==> src/hdl/lwrt_ram.sv <==
// Generic single-port-write, single-port-read RAM with registered read data.
// No dependencies.
`default_nettype none

module lwrt_ram #(
  parameter int WIDTH = 8,
  parameter int DEPTH = 256,
  localparam int AW = $clog2(DEPTH)
) (
  input  logic             clk,
  input  logic             we,
  input  logic [AW-1:0]    waddr,
  input  logic [WIDTH-1:0] wdata,
  input  logic             re,
  input  logic [AW-1:0]    raddr,
  output logic [WIDTH-1:0] rdata
);

  logic [WIDTH-1:0] mem [DEPTH];

  always_ff @(posedge clk) begin
    if (we) begin
      mem[waddr] <= wdata;
    end
    if (re) begin
      rdata <= mem[raddr];
    end
  end

endmodule

`default_nettype wire

==> config.mk <==
export PLATFORM = sky130hd
export DESIGN_NAME = lwrt_ram
export DESIGN_NICKNAME = d
export VERILOG_FILES = /design/src/hdl/lwrt_ram.sv
export SDC_FILE = /design/constraint.sdc
export NUM_CORES = 2
export LEC_CHECK = 0
export ABC_AREA = 1
export BUFFER_PORTS_ARGS = -buffer_cell sky130_fd_sc_hd__buf_2
export CAP_MARGIN = 20
export CORE_ASPECT_RATIO = 0.7
export CORE_MARGIN = 1.5
export CORE_UTILIZATION = 30
export CTS_CLUSTER_DIAMETER = 80
export CTS_CLUSTER_SIZE = 28
export DETAILED_ROUTE_END_ITERATION = 8
export GPL_TIMING_DRIVEN = 0
export SKIP_CTS_REPAIR_TIMING = 1
export SLEW_MARGIN = 20
export SYNTH_ARGS = -nofsm -noshare
export SYNTH_HDL_FRONTEND = slang
export SYNTH_SLANG_ARGS = --single-unit
==> constraint.sdc <==
create_clock -name clk -period 2.8 [get_ports clk]
set_input_delay 0.56 -clock clk [delete_from_list [all_inputs] [get_ports clk]]
set_output_delay 0.56 -clock clk [all_outputs]
set_load 0.02 [all_outputs]
Word-level counts from Yosys, hierarchy flattened
Memory sizes are Yosys's and may differ from the RTL's. A register that Yosys moved wholly into a read port is not among the register bits.
Index checks and enable logic that the tools add are counted.

cells by class
  multiplexer cells = 2

operators with widths
  operator          count
  1-bit 2-to-1 mux  2

storage, ports and cells
  memory bits (writable) = 2048
  flip-flop bits (word level) = 0
  memories = 1
  output and inout bits = 8

memories
  name  words  bits a word  read ports  clocked after memory_dff  wr ports  line  RTL
  mem   256    8            1           1                         1         19    logic [WIDTH-1:0] mem [DEPTH];

Longest topological paths before layout
  depth in word-level cells = 2
  gate-level depth with buffers = 15

Least setup slack after synthesis
No wires, ideal clock.

  path type = input to register
  from = input port we
  to = memory mem[162][0] (enable)
  required time = 2.430 ns
  arrival time = 1.681 ns
  setup slack = 0.749 ns
  stages on the path = 4
  path buffers = 2
  setup time = 0.370 ns
  cell sequence = clkbuf_1 nand3_1 clkbuf_1 nor2_1

on the way
  word-level cells in the longest chain between the ends = 2

ends and longest elaborated chain
  what                                    line  RTL
  from (decl)                             11    input logic we,
  1-bit 2-to-1 mux                        22    if (we) begin
  1-bit 2-to-1 mux (implied by the code)  23    mem[waddr] <= wdata;
  to (decl)                               19

Every way passes these cells.

==> results.json <==
{
  "synth-simple-area-share_pct": 22.92,
  "wl_per_cell_um": 35.53,
  "worst_slack_ps": -264.4,
  "leakage_uw": 0.03163,
  "cpPeakStageDelay_ps": 630,
  "fill_cells": 27140,
  "routed_wl_um": 386700,
  "r2r_cells": 10,
  "max_slew_margin_pct": 16.27,
  "h-tree-depth": 3,
  "critPathSlowestCell": "clkbuf_2",
  "setup_tns_ps": -1260,
  "gp_congestion": 1.057,
  "place_ws_ps": -1619,
  "synthXorXnorAreaFrac_pct": 0,
  "core_um2": 275800,
  "hold_class": "primary input to register",
  "port_buffers": 27,
  "syn_avg_cell_area_um2": 11.92,
  "synthMuxAreaShare_pct": 0,
  "hold_depth": 1,
  "place_inst": 10750,
  "crit_type": "primary input to register",
  "nNetsFinal": 7203,
  "clockBufferDepth": 3,
  "slew_viol_final": 0,
  "synth_area_um2": 83480,
  "place_hpwl_um": 282100,
  "fin_area_um2": 93080,
  "clk_pin_slew_ps": 110,
  "ant_nets": 0,
  "place_area_um2": 89700,
  "powerDensity_nw_per_um2": 608.9,
  "violations": "setup timing",
  "netlist_instances": 7003,
  "dieArea_um2": 281500,
  "track_usage_pct": 26.70,
  "die_w_um": 633.5,
  "finalNonFillerCells": 10890,
  "io_pins": 35,
  "drive_gt1_share_pct": 10.20,
  "vias_per_cell": 5.772,
  "crit_path_start_kind": "primary input",
  "synth_top_family_by_area": "simple AND/OR/NAND/NOR gates",
  "finalClockSkew_ps": 63.09,
  "irDropWorstVdd_uv": 456.7,
  "synth_cell_types": 13,
  "cts_made_buffers": 91,
  "grt_pass1_vias": 54990,
  "hold_viol": 0,
  "path_max_fanout": 11,
  "min_period_over_period_pct": 109.4,
  "drc_errors": 0,
  "synth.net_count": 7030,
  "grt_pass1_wl_um": 503900,
  "cp.arrival_ps": 3610,
  "drtIter0Drc": 13380,
  "cp-end-kind": "register",
  "clock.fmax_ghz": 0.3263,
  "cp_cell_sequence": "buf_2 > inv_1 > clkbuf_2 > clkbuf_2 > nand3_1 > nand3_1 > nand3_1 > nand3_1 > nand2_1 > nand2_1 > nand2_1",
  "cts_sinks": 2056,
  "grt_overflow": 0,
  "vias": 62830,
  "grt_max_degree": 134,
  "worst_slew_pin_slew_ps": 1251,
  "antenna_found_initial": 29,
  "root_buffer": "clkbuf_16",
  "ys_seq_area_share_pct": 73.96,
  "ys_seq_elements": 2056,
  "status": "finished with violations",
  "final.min_clock_period_ps": 3064,
  "clock_latency_ps": 810,
  "cts_tree": "done",
  "fp-row-count": 161,
  "rsz0062_at_grt": "true",
  "syn_to_final_growth_pct": 11.50,
  "setup_viol": 13,
  "register_area_um2": 61740,
  "yosysWarnings": 0,
  "cp.required_ps": 3340,
  "die_y_um": 444.3,
  "synth_compound_area_share_pct": 0,
  "multi_input_area_um2": 19440,
  "final_util_pct": 33.75,
  "maxCapViolations": 0,
  "first_pass_iters": 6,
  "synth_fa_ha_area_share_pct": 0,
  "start_util_pct": 30.27,
  "crit_path_frequent_cell": "nand3_1"
}
-- registers in the layout, indices dropped and copies added (netlist names) --
signal  cells
mem      2048
rdata       8
-- final timing paths --
kind	start	slack, ps	endpoint
min reg2reg	mem[164][5]$_DFFE_PP_	1090	rdata[5]$_DFFE_PP_
max	raddr[3]	-260	rdata[7]$_DFFE_PP_
max reg2reg	mem[62][7]$_DFFE_PP_	360	rdata[7]$_DFFE_PP_
min	wdata[3]	150	mem[139][3]$_DFFE_PP_
-- cells in the mapped netlist --
library cell,number,area [um^2]
clkbuf_1,112,420.4
buf_6,16,180.2
inv_4,1,6.260
inv_2,2,7.510
buf_1,40,150.1
buf_2,268,1341
buf_8,1,15.01
nand2_1,2123,7969
buf_4,46,345.3
edfxtp_1,2056,61740
nand3_1,2019,10100
inv_1,36,135.1
nor2_1,283,1062
-- cell usage in the layout, fill, tap and decap left out, types with 2 or more instances in the layout --
cell type / count
nand2_1: 2123
edfxtp_1: 2056
nand3_1: 2002
buf_2: 213
nor2_1: 198
clkbuf_16: 92
nor2_2: 85
clkbuf_4: 78
clkbuf_2: 72
buf_4: 60
clkbuf_1: 43
buf_16: 37
inv_1: 36
buf_6: 27
buf_8: 21
nand3_2: 16
buf_1: 14
diode_2: 9
inv_16: 6
inv_6: 4
inv_12: 4
inv_8: 4
bufinv_16: 4
clkinv_8: 3
inv_2: 2
-- cell type report --
| cell class | count | area share [%] |
|---|---|---|
| antenna | 9 | 0.02420 |
| buffer | 483 | 3.099 |
| clock buffer | 96 | 2.490 |
| clock inverter | 30 | 0.5256 |
| inverter | 39 | 0.1600 |
| multi-input combinational | 4425 | 20.89 |
| sequential | 2056 | 66.33 |
| tap | 3667 | 4.929 |
| timing repair buffer | 80 | 1.553 |
-- critical path, delay by kind of cell --
family | cells | cell delay (ps)
buffers and inverters | 4 | 1480
AND/OR/NAND/NOR | 7 | 1490
-- metal layers --
metal,track usage [%],vias up,part of all wire [%]
met5,0,-,0.057
met3,12.17,555,18
met2,33.82,5282,37
met1,39.71,31870,41
met4,7.944,18,3.4
li1,-,25110,-
-- power by group --
part | leakage, uW | total [uW] | switching [uW] | internal (uW)
combinational | 0.0118 | 5720 | 4600 | 1120
clock | 0.00137 | 17000 | 10400 | 6640
sequential | 0.0185 | 33900 | 22.7 | 33900
total | 0.0316 | 56700 | 15000 | 41600
-- kinds of logic after synthesis --
logic type,count (synthesis)
simple gates,4425
buf+inv,522
flops,2056
-- metrics by stage --
stage | total power (uW) | hold slack, ps
6_report | 56670 | 154.0
5_1_grt | 57440 | 155.5
4_1_cts | 56060 | 138.3
3_5_place_dp | 39890 | 964.7
3_3_place_gp | 39840 | 1041
2_1_floorplan | 36720 | 658.9
(Power assumes the default switching activity.)
